File: src/hw/rtl/midi_voice_allocator_defines.svh
// Assertion macros shared by the voice allocator RTL.
// Depends on nothing; included by files that carry assertions.
`ifndef MIDI_VOICE_ALLOCATOR_DEFINES_SVH
`define MIDI_VOICE_ALLOCATOR_DEFINES_SVH

// same-cycle implication, disabled during reset
`define MVA_ASSERT_IMP(lbl, ante, cons) \
   lbl: assert property (@(posedge clock) disable iff (reset) (ante) |-> (cons)) \
      else $error("voice allocator check failed");

// next-cycle implication, disabled during reset
`define MVA_ASSERT_NEXT(lbl, ante, cons) \
   lbl: assert property (@(posedge clock) disable iff (reset) (ante) |=> (cons)) \
      else $error("voice allocator check failed");

`endif

File: src/hw/rtl/mva_pkg.sv
// Types and constants for the MIDI voice allocator.
// No dependencies; used by mva_scan and midi_voice_allocator.
package mva_pkg;

   // event opcodes
   localparam logic [1:0] OP_NOTE_ON = 2'd0;
   localparam logic [1:0] OP_CTRL    = 2'd1;

   // sustain pedal controller and its on threshold
   localparam logic [6:0] SUSTAIN_CC  = 7'd64;
   localparam logic [6:0] SUSTAIN_MIN = 7'd63;

   localparam logic [4:0] CHANNEL_RESET = 5'd1;

   // incoming event word
   typedef struct packed {
      logic [1:0]  opcode;
      logic [4:0]  channel;
      logic [6:0]  key;
      logic [6:0]  amount;
      logic [31:0] time_ms;
   } req_type;

   // result word
   typedef struct packed {
      logic       acted;
      logic [2:0] voice;
      logic       gate;
      logic [6:0] note;
      logic [6:0] velocity;
   } rsp_type;

   // sequencer to scan unit
   typedef struct packed {
      logic clear;
      logic step;
   } scan_ctrl_type;

endpackage

File: src/hw/rtl/mva_scan.sv
// Voice scan unit: one voice per step, tracks held key match and oldest free voice.
// Depends on mva_pkg.
module mva_scan #(
   parameter int VOICES = 8,
   localparam int IDXW = (VOICES > 1) ? $clog2(VOICES) : 1
) (
   input  logic                   clock,
   input  logic                   reset,
   input  mva_pkg::scan_ctrl_type ctrl,
   input  logic [IDXW-1:0]        idx,
   input  logic                   gate,
   input  logic [6:0]             note,
   input  logic [31:0]            stamp,
   input  logic [6:0]             key,
   output logic                   held_found,
   output logic [IDXW-1:0]        held_idx,
   output logic [IDXW-1:0]        free_idx
);

   logic            held_found_ff, held_found_in;
   logic [IDXW-1:0] held_idx_ff, held_idx_in;
   logic            free_found_ff, free_found_in;
   logic [IDXW-1:0] free_idx_ff, free_idx_in;
   logic [31:0]     best_ff, best_in;
   logic            is_held;
   logic            is_older;

   // shared compare: key match and stamp order for the current voice
   assign is_held  = gate && (note == key);
   assign is_older = !gate && (!free_found_ff || (stamp < best_ff));

   always_comb begin
      held_found_in = held_found_ff;
      held_idx_in   = held_idx_ff;
      free_found_in = free_found_ff;
      free_idx_in   = free_idx_ff;
      best_in       = best_ff;
      if (ctrl.clear) begin
         held_found_in = 1'b0;
         held_idx_in   = '0;
         free_found_in = 1'b0;
         free_idx_in   = '0;   // voice 0 when nothing is free
         best_in       = '0;
      end else if (ctrl.step) begin
         // first match wins
         if (!held_found_ff && is_held) begin
            held_found_in = 1'b1;
            held_idx_in   = idx;
         end
         // strict compare keeps the lowest index on ties
         if (is_older) begin
            free_found_in = 1'b1;
            free_idx_in   = idx;
            best_in       = stamp;
         end
      end
   end

   always_ff @(posedge clock) begin
      if (reset) begin
         held_found_ff <= 1'b0;
         free_found_ff <= 1'b0;
      end else begin
         held_found_ff <= held_found_in;
         free_found_ff <= free_found_in;
      end
      held_idx_ff <= held_idx_in;
      free_idx_ff <= free_idx_in;
      best_ff     <= best_in;
   end

   assign held_found = held_found_ff;
   assign held_idx   = held_idx_ff;
   assign free_idx   = free_idx_ff;

endmodule

File: src/hw/rtl/midi_voice_allocator.sv
// MIDI voice allocator top level: voice table, sequencer, result register.
// The result word is registered once the scan is complete and the result register is free.
// The scan reads one voice table entry per scan cycle.
// The scan unit walks the table once per event; input stalls while busy.
// Reset (synchronous): voice table and sustain cleared, listen channel 1.
`include "midi_voice_allocator_defines.svh"

module midi_voice_allocator #(
   parameter int VOICES = 8
) (
   input  logic             clock,
   input  logic             reset,
   input  logic             req_valid,
   output logic             req_stall,
   input  mva_pkg::req_type req_word,
   output logic             rsp_valid,
   input  logic             rsp_stall,
   output mva_pkg::rsp_type rsp_word,
   input  logic             csr_wr_en,
   input  logic [4:0]       csr_wr_data
);

   localparam int IDXW = (VOICES > 1) ? $clog2(VOICES) : 1;
   localparam logic [IDXW-1:0] LAST_IDX = IDXW'(VOICES - 1);

   // sequencer states
   localparam logic [1:0] ST_IDLE = 2'd0;
   localparam logic [1:0] ST_SCAN = 2'd1;
   localparam logic [1:0] ST_DONE = 2'd2;

   logic [1:0]       state_ff, state_in;
   logic [IDXW-1:0]  idx_ff, idx_in;
   mva_pkg::req_type evt_ff;
   logic [4:0]       listen_ff;
   logic             sustain_ff;
   logic             rsp_valid_ff;
   mva_pkg::rsp_type rsp_ff;

   // voice table
   logic [VOICES-1:0] voice_gate_ff;
   logic [6:0]        voice_note_ff  [VOICES];
   logic [6:0]        voice_level_ff [VOICES];
   logic [31:0]       voice_stamp_ff [VOICES];

   mva_pkg::scan_ctrl_type scan_ctrl;
   logic                   held_found;
   logic [IDXW-1:0]        held_idx;
   logic [IDXW-1:0]        free_idx;

   logic             accept;
   logic             commit;
   logic             ch_hit;
   logic             do_start;
   logic             do_release;
   logic             do_sustain;
   logic [IDXW-1:0]  pick;
   mva_pkg::rsp_type rsp_in;

   assign req_stall = (state_ff != ST_IDLE);
   assign accept    = req_valid && !req_stall;
   assign commit    = (state_ff == ST_DONE) && (!rsp_valid_ff || !rsp_stall);

   // sequencer
   always_comb begin
      state_in = state_ff;
      idx_in   = idx_ff;
      scan_ctrl.clear = 1'b0;
      scan_ctrl.step  = 1'b0;
      unique case (state_ff)
         ST_IDLE: begin
            if (accept) begin
               state_in = ST_SCAN;
               idx_in   = '0;
               scan_ctrl.clear = 1'b1;
            end
         end
         ST_SCAN: begin
            scan_ctrl.step = 1'b1;
            if (idx_ff == LAST_IDX) begin
               state_in = ST_DONE;
            end else begin
               idx_in = idx_ff + 1'b1;
            end
         end
         ST_DONE: begin
            if (commit) begin
               state_in = ST_IDLE;
            end
         end
         default: begin
            state_in = ST_IDLE;
         end
      endcase
   end

   mva_scan #(
      .VOICES (VOICES)
   ) u_scan (
      .clock      (clock),
      .reset      (reset),
      .ctrl       (scan_ctrl),
      .idx        (idx_ff),
      .gate       (voice_gate_ff[idx_ff]),
      .note       (voice_note_ff[idx_ff]),
      .stamp      (voice_stamp_ff[idx_ff]),
      .key        (evt_ff.key),
      .held_found (held_found),
      .held_idx   (held_idx),
      .free_idx   (free_idx)
   );

   // event decode once the scan is complete
   assign ch_hit     = (evt_ff.channel == listen_ff);
   assign do_start   = ch_hit && (evt_ff.opcode == mva_pkg::OP_NOTE_ON) &&
                       (evt_ff.amount != 7'd0);
   assign do_release = ch_hit && (evt_ff.opcode == mva_pkg::OP_NOTE_ON) &&
                       (evt_ff.amount == 7'd0) && !sustain_ff && held_found;
   assign do_sustain = ch_hit && (evt_ff.opcode == mva_pkg::OP_CTRL) &&
                       (evt_ff.key == mva_pkg::SUSTAIN_CC);
   assign pick       = held_found ? held_idx : free_idx;

   // result word; a released voice keeps its note, which equals the key
   always_comb begin
      rsp_in = '0;
      if (do_start) begin
         rsp_in.acted    = 1'b1;
         rsp_in.voice    = 3'(pick);
         rsp_in.gate     = 1'b1;
         rsp_in.note     = evt_ff.key;
         rsp_in.velocity = evt_ff.amount;
      end else if (do_release) begin
         rsp_in.acted    = 1'b1;
         rsp_in.voice    = 3'(held_idx);
         rsp_in.note     = evt_ff.key;
      end
   end

   // control registers
   always_ff @(posedge clock) begin
      if (reset) begin
         state_ff     <= ST_IDLE;
         idx_ff       <= '0;
         listen_ff    <= mva_pkg::CHANNEL_RESET;
         sustain_ff   <= 1'b0;
         rsp_valid_ff <= 1'b0;
      end else begin
         state_ff <= state_in;
         idx_ff   <= idx_in;
         if (csr_wr_en) begin
            listen_ff <= csr_wr_data;
         end
         if (commit && do_sustain) begin
            sustain_ff <= (evt_ff.amount > mva_pkg::SUSTAIN_MIN);
         end
         if (commit) begin
            rsp_valid_ff <= 1'b1;
         end else if (!rsp_stall) begin
            rsp_valid_ff <= 1'b0;
         end
      end
   end

   // event and result payload
   always_ff @(posedge clock) begin
      if (accept) begin
         evt_ff <= req_word;
      end
      if (commit) begin
         rsp_ff <= rsp_in;
      end
   end

   // voice table update
   always_ff @(posedge clock) begin
      if (reset) begin
         voice_gate_ff <= '0;
         for (int i = 0; i < VOICES; i++) begin
            voice_note_ff[i]  <= '0;
            voice_level_ff[i] <= '0;
            voice_stamp_ff[i] <= '0;
         end
      end else if (commit) begin
         if (do_start) begin
            voice_gate_ff[pick]  <= 1'b1;
            voice_note_ff[pick]  <= evt_ff.key;
            voice_level_ff[pick] <= evt_ff.amount;
            voice_stamp_ff[pick] <= evt_ff.time_ms;
         end else if (do_release) begin
            voice_gate_ff[held_idx]  <= 1'b0;
            voice_level_ff[held_idx] <= '0;
         end
      end
   end

   assign rsp_valid = rsp_valid_ff;
   assign rsp_word  = rsp_ff;

   // checks
   `MVA_ASSERT_NEXT(a_accept_starts_scan, accept, (state_ff == ST_SCAN) && (idx_ff == '0))
   `MVA_ASSERT_IMP(a_quiet_result_zero, rsp_valid_ff && !rsp_ff.acted, rsp_ff == '0)
   `MVA_ASSERT_NEXT(a_sustain_no_act, commit && do_sustain, rsp_valid_ff && !rsp_ff.acted)
   `MVA_ASSERT_NEXT(a_start_gates_voice, commit && do_start, voice_gate_ff[$past(pick)])

endmodule
File: config.mk
export PLATFORM = sky130hd
export DESIGN_NAME = midi_voice_allocator
export DESIGN_NICKNAME = d
export VERILOG_FILES = /design/src/hw/rtl/mva_pkg.sv /design/src/hw/rtl/mva_scan.sv /design/src/hw/rtl/midi_voice_allocator.sv
export VERILOG_INCLUDE_DIRS = /design/src /design/src/hw/rtl
export SDC_FILE = /design/constraint.sdc
export NUM_CORES = 1
export LEC_CHECK = 0
export BUFFER_PORTS_ARGS = -buffer_cell sky130_fd_sc_hd__buf_2
export CAP_MARGIN = 20
export CORE_MARGIN = 5
export CORE_UTILIZATION = 36
export CTS_BUF_LIST = sky130_fd_sc_hd__clkbuf_2 sky130_fd_sc_hd__clkbuf_4 sky130_fd_sc_hd__clkbuf_8
export CTS_CLUSTER_SIZE = 10
export DETAILED_ROUTE_END_ITERATION = 10
export GPL_TIMING_DRIVEN = 0
export HOLD_SLACK_MARGIN = 0.03
export SLEW_MARGIN = 25
export SYNTH_ARGS = -nofsm -noshare
export SYNTH_HDL_FRONTEND = slang
export SYNTH_SLANG_ARGS = --single-unit
File: constraint.sdc
create_clock -name clock -period 6.35 [get_ports clock]
set_clock_uncertainty 0.05 [all_clocks]
set_input_delay 1.27 -clock clock [delete_from_list [all_inputs] [get_ports clock]]
set_output_delay 1.27 -clock clock [all_outputs]
set_load 0.1 [all_outputs]
# Yosys cells after proc, flatten, opt, wreduce, memory -nomap -nowiden
# Memory sizes are Yosys's and may differ from the RTL's. A register that Yosys moved wholly into a read port is not among the register bits.
# Cells that the tools add are included.
[word_totals] register_bits=132 ram_bits=312 out_inout_bits=21 n_memories=2
[op_classes] addsub=1 n_lt_le_gt_ge=7 n_eq_ne=12 muxes=41 bitwise=3 reduce_logical=39
[memory_table] memory="voice_stamp_ff" depth=8 width=32 read_ports=1 rd_clocked_by_memory_dff=1 write_ports=8 line="midi_voice_allocator.sv:43" source="logic [31:0] voice_stamp_ff [VOICES];"
[memory_table] memory="voice_note_ff" depth=8 width=7 read_ports=1 rd_clocked_by_memory_dff=1 write_ports=8 line="midi_voice_allocator.sv:41" source="logic [6:0] voice_note_ff [VOICES];"
[op_table] cell="$lt A32 B32 Y1" n=1
[op_table] cell="$mux W32" n=1
[op_table] cell="$reduce_or A32 Y1" n=1
[op_table] cell="$mux W3" n=10
[op_table] cell="$mux W7" n=3
[op_table] cell="$mux W1" n=16
[op_table] cell="$mux W8" n=2
[op_table] cell="$logic_and A1 B1 Y1" n=15
[op_table] cell="$lt A3 B4 Y1 const B" n=3
[op_table] cell="$and A8 B8 Y8" n=1
[op_table] cell="$ne A2 B2 Y1 const B" n=4
[op_table] cell="$not A8 Y8" n=1
[op_table] cell="$or A8 B8 Y8" n=1
[op_table] cell="$eq A7 B7 Y1" n=1
[op_table] cell="$eq A7 B7 Y1 const B" n=1
[op_table] cell="$gt A7 B6 Y1 const B" n=1
[op_table] cell="$logic_not A1 Y1" n=7
[op_table] cell="$logic_not A7 Y1" n=1
[op_table] cell="$reduce_bool A7 Y1" n=1
[op_table] cell="$reduce_or A7 Y1" n=1
[op_table] cell="$demux W1 S3" n=2
[op_table] cell="$ge A3 B1 Y1 const B" n=2
[op_table] cell="$mux W2" n=3
[op_table] cell="$pmux W2 S3" n=1
[op_table] cell="15 further kinds" n=23

# Longest topological paths before layout
[logic_depth] ltp_word=9 mapped_depth=15 ltp_nobuf=9

# Cells and area by module
# From an unflattened synthesis, not the netlist that was laid out.
[hier_totals] cells_unflattened=1418 area_unflattened_um2=19508.7
[by_module_without_submodules] mod="midi_voice_allocator" instances=1 cells_each=1127 area_each_um2=16874.9
[by_module_without_submodules] mod="mva_scan" instances=1 cells_each=291 area_each_um2=2633.8

# Least setup slack after synthesis
# Ideal clock, no wire load.
[synth_path] path_kind="input-to-reg" start="input rsp_stall" end="memory voice_note_ff[6][0], enable pin" setup_ps=489 arrival_time_ps=4975 slack_ps=836 stages=5 path_cell_list="nand2_1 nand2b_1 or4_1 buf_2 o21ai_0"
[synth_rtl] item="start, declared" line="midi_voice_allocator.sv:17" source="input logic rsp_stall,"
[synth_rtl] item="end, declared" line="midi_voice_allocator.sv:41"

==> results.json <==
{
  "core_sq_mm": 0.0539,
  "numPortBuffers": 82,
  "fin_hold_ws_ps": 416,
  "remaining_drc_errors": 0,
  "ys_warn_count": 0,
  "setup_viol": 0,
  "hp-start": "u_scan.best_ff[0]",
  "initial_core_util_pct": 36.4,
  "critical_path_class": "flip-flop to flip-flop",
  "clkSinkCount": 447,
  "area_growth_pct": 16.4,
  "routedWlPerCell_um": 22.1,
  "grt_max_degree": 42,
  "cts_buffers": 79,
  "avgViaCountPerCell": 5.13,
  "antenna_found_initial": 0,
  "antenna_cells": 0,
  "relSlewSlack_pct": 32.8,
  "drtIter0Drc": 782,
  "leakagePower_nw": 8.59,
  "synth-main-ff-cell": "edfxtp_1",
  "met2WireLength_mm": 23.3,
  "ant_nets": 0,
  "hold_viol": 0,
  "gp_congestion": 0.838,
  "htreeDepth": 3,
  "ys_seq_area_share_pct": 65.2,
  "reg2reg_to": "u_scan.best_ff[25]",
  "wl_met1_mm": 21.2,
  "finalWirelength_mm": 49.1,
  "fin_total_pwr_mw": 6.77,
  "ir_worst_vdd_mv": 0.168,
  "synth_seq_cells": 447,
  "synth_edf_count": 384,
  "grt_pass1_wl_mm": 74.3,
  "nets": 1554,
  "syn_inst": 1288,
  "layout-drive-gt1-share_pct": 25.2,
  "critPathArrivalTime_ps": 6490,
  "end_kind": "flip-flop",
  "r2r_slack_ps": 320,
  "fmax_mhz": 166,
  "grt_pass1_vias": 12100,
  "tightestPinTransition_ps": 1010,
  "clk_pin_slew_ps": 60,
  "mostFrequentLayoutCells": "edfxtp_1, and2_1, buf_2",
  "clockBufferDepth": 3,
  "crit_required_ps": 6810,
  "die_x_um": 243,
  "synth_nets": 1384,
  "mappedNetlistArea_sq_mm": 0.0196,
  "worst_slack_ps": 316,
  "maxCapViolCount": 0,
  "final_common_cell": "edfxtp_1",
  "hold_depth": 1,
  "clk_latency_ps": 650,
  "wl_met3_mm": 2.88,
  "final_max_slew_viol_count": 0,
  "ios": 84,
  "grt_util_all_layers_pct": 16.4,
  "worstHoldPathType": "flip-flop to flip-flop",
  "finalSetupTns_ps": 0,
  "cp_max_fo": 10,
  "root_buffer": "clkbuf_8",
  "fp.dieH_um": 243,
  "min_period_ps": 6030,
  "startpoint_type": "flip-flop",
  "dp_hpwl_mm": 30.1,
  "rsz0062_at_grt": "false",
  "synth_cell_types": 52,
  "fillers": 4800,
  "overflow": 0,
  "fp.dieArea_sq_mm": 0.0593,
  "min_to": "u_scan.best_ff[0]",
  "rr_worst_depth": 13,
  "num_rows": 85,
  "highest_layer": "met4",
  "outcome": "finished clean",
  "dp_slack_ps": 300,
  "via_count": 11400,
  "period_share_pct": 95.0,
  "power_density_mw_per_mm2": 297,
  "async_flop_share_pct": 0,
  "avgSynthCellArea_sq_um": 15.2,
  "cts_tree": "yes",
  "first_pass_iters": 5
}
how the worst max path moves through the flow:
stage,start,end,cells after the start,slack [ps]
finish,flip-flop,u_scan.best_ff[25],13,320
global route,flip-flop,u_scan.best_ff[24],13,5
CTS,flip-flop,u_scan.best_ff[25],13,260
detailed placement,flip-flop,u_scan.best_ff[26],13,300
global placement,rsp_stall,voice_stamp_ff[4][16],6,-2810
floorplan,rsp_stall,voice_note_ff[6][0],5,840
final cells by class:
type,count,area [sq um],share of cell area (%)
Buffer,83,372,1.63
Clock buffer,127,1530,6.69
Clock inverter,21,199,0.871
Inverter,38,145,0.635
Multi-Input combinational cell,720,6360,27.8
Sequential cell,447,12800,56.0
Tap cell,696,871,3.81
Timing Repair Buffer,89,578,2.53
cell usage after synthesis, drive strengths merged, types with 3 or more instances:
master | n | area share (%)
a21oi | 14 | 0.36
nor2 | 32 | 0.61
and2 | 289 | 9.2
and3 | 42 | 1.3
or2 | 8 | 0.26
a22o | 32 | 1.4
a41oi | 3 | 0.13
clkbuf | 63 | 1.2
nand4 | 7 | 0.22
nand3 | 7 | 0.18
nand2 | 20 | 0.38
mux2i | 18 | 0.92
nor3 | 8 | 0.26
inv | 38 | 0.73
a21o | 7 | 0.27
a31o | 7 | 0.31
xnor2 | 9 | 0.40
ha | 33 | 2.1
nand2b | 6 | 0.19
buf | 20 | 0.62
or4 | 7 | 0.27
mux2 | 32 | 1.8
dfxtp | 63 | 6.4
o2111ai | 3 | 0.13
mux4 | 80 | 9.2
nor2b | 9 | 0.29
edfxtp | 384 | 59
o21ai | 8 | 0.20
nor4 | 7 | 0.22
nor3b | 3 | 0.11
xor2 | 3 | 0.13
repair_timing:
action                                  CTS  global route
gates resized for setup                   0             1
endpoints found under the setup margin    0            17
buffers inserted                          0             0
hold buffers                              0             0
critical path, stage by stage (launching register included):
cell and delay (ps):
dfxtp_1 550, clkbuf_1 700, clkbuf_1 510, clkdlybuf4s15_1 750, mux4_2 410, mux2_2 300
ha_1 310, nand4_1 170, nor4_1 440, o21ai_0 200, o211ai_1 800, o31ai_4 190
buf_2 240, a22o_1 250
power breakdown:
group	internal [mW]	total, mW	switching, mW
clock network	1.69	2.88	1.20
logic	0.225	0.511	0.285
registers	3.31	3.38	0.0668
flip-flops by register name, indices dropped and copies added (netlist names), 5 cells and up, named ones only:
signal          count
evt_ff             53
listen_ff           5
voice_note_ff      56
rsp_word           19
u_scan.best_ff     32
voice_stamp_ff    256
voice_gate_ff       8
metrics by stage:
stage | instance area (sq um) | utilization (%) | cells
after detailed placement | 21100 | 39.2 | 2073
after global routing | 22800 | 42.4 | 2221
final | 22800 | 42.4 | 2221
after global placement | 20900 | 38.8 | 2066
after CTS | 22800 | 42.4 | 2221
after floorplan | 19600 | - | 1288
kinds of logic (layout without fill, tap and decap cells):
group | after synthesis | count (layout) | share of synthesized area, %
buffers and inverters | 121 | 358 | 2.59
multiplexers | 130 | 130 | 11.9
adder cells (fa/ha/maj) | 33 | 33 | 2.10
XOR/XNOR | 12 | 12 | 0.536
flip-flops | 447 | 447 | 65.2
AND/OR/NAND/NOR | 454 | 454 | 14.0
AO/OA/AOI/OAI | 91 | 91 | 3.65
routing by layer:
layer  global-route usage [%]  up-vias
li1                         -     5174
met1                     21.8     5767
met2                     26.6      330
met3                     3.69      114
met4                     6.11        0
met5                        0        -
Power figures use the tool's default switching activity.
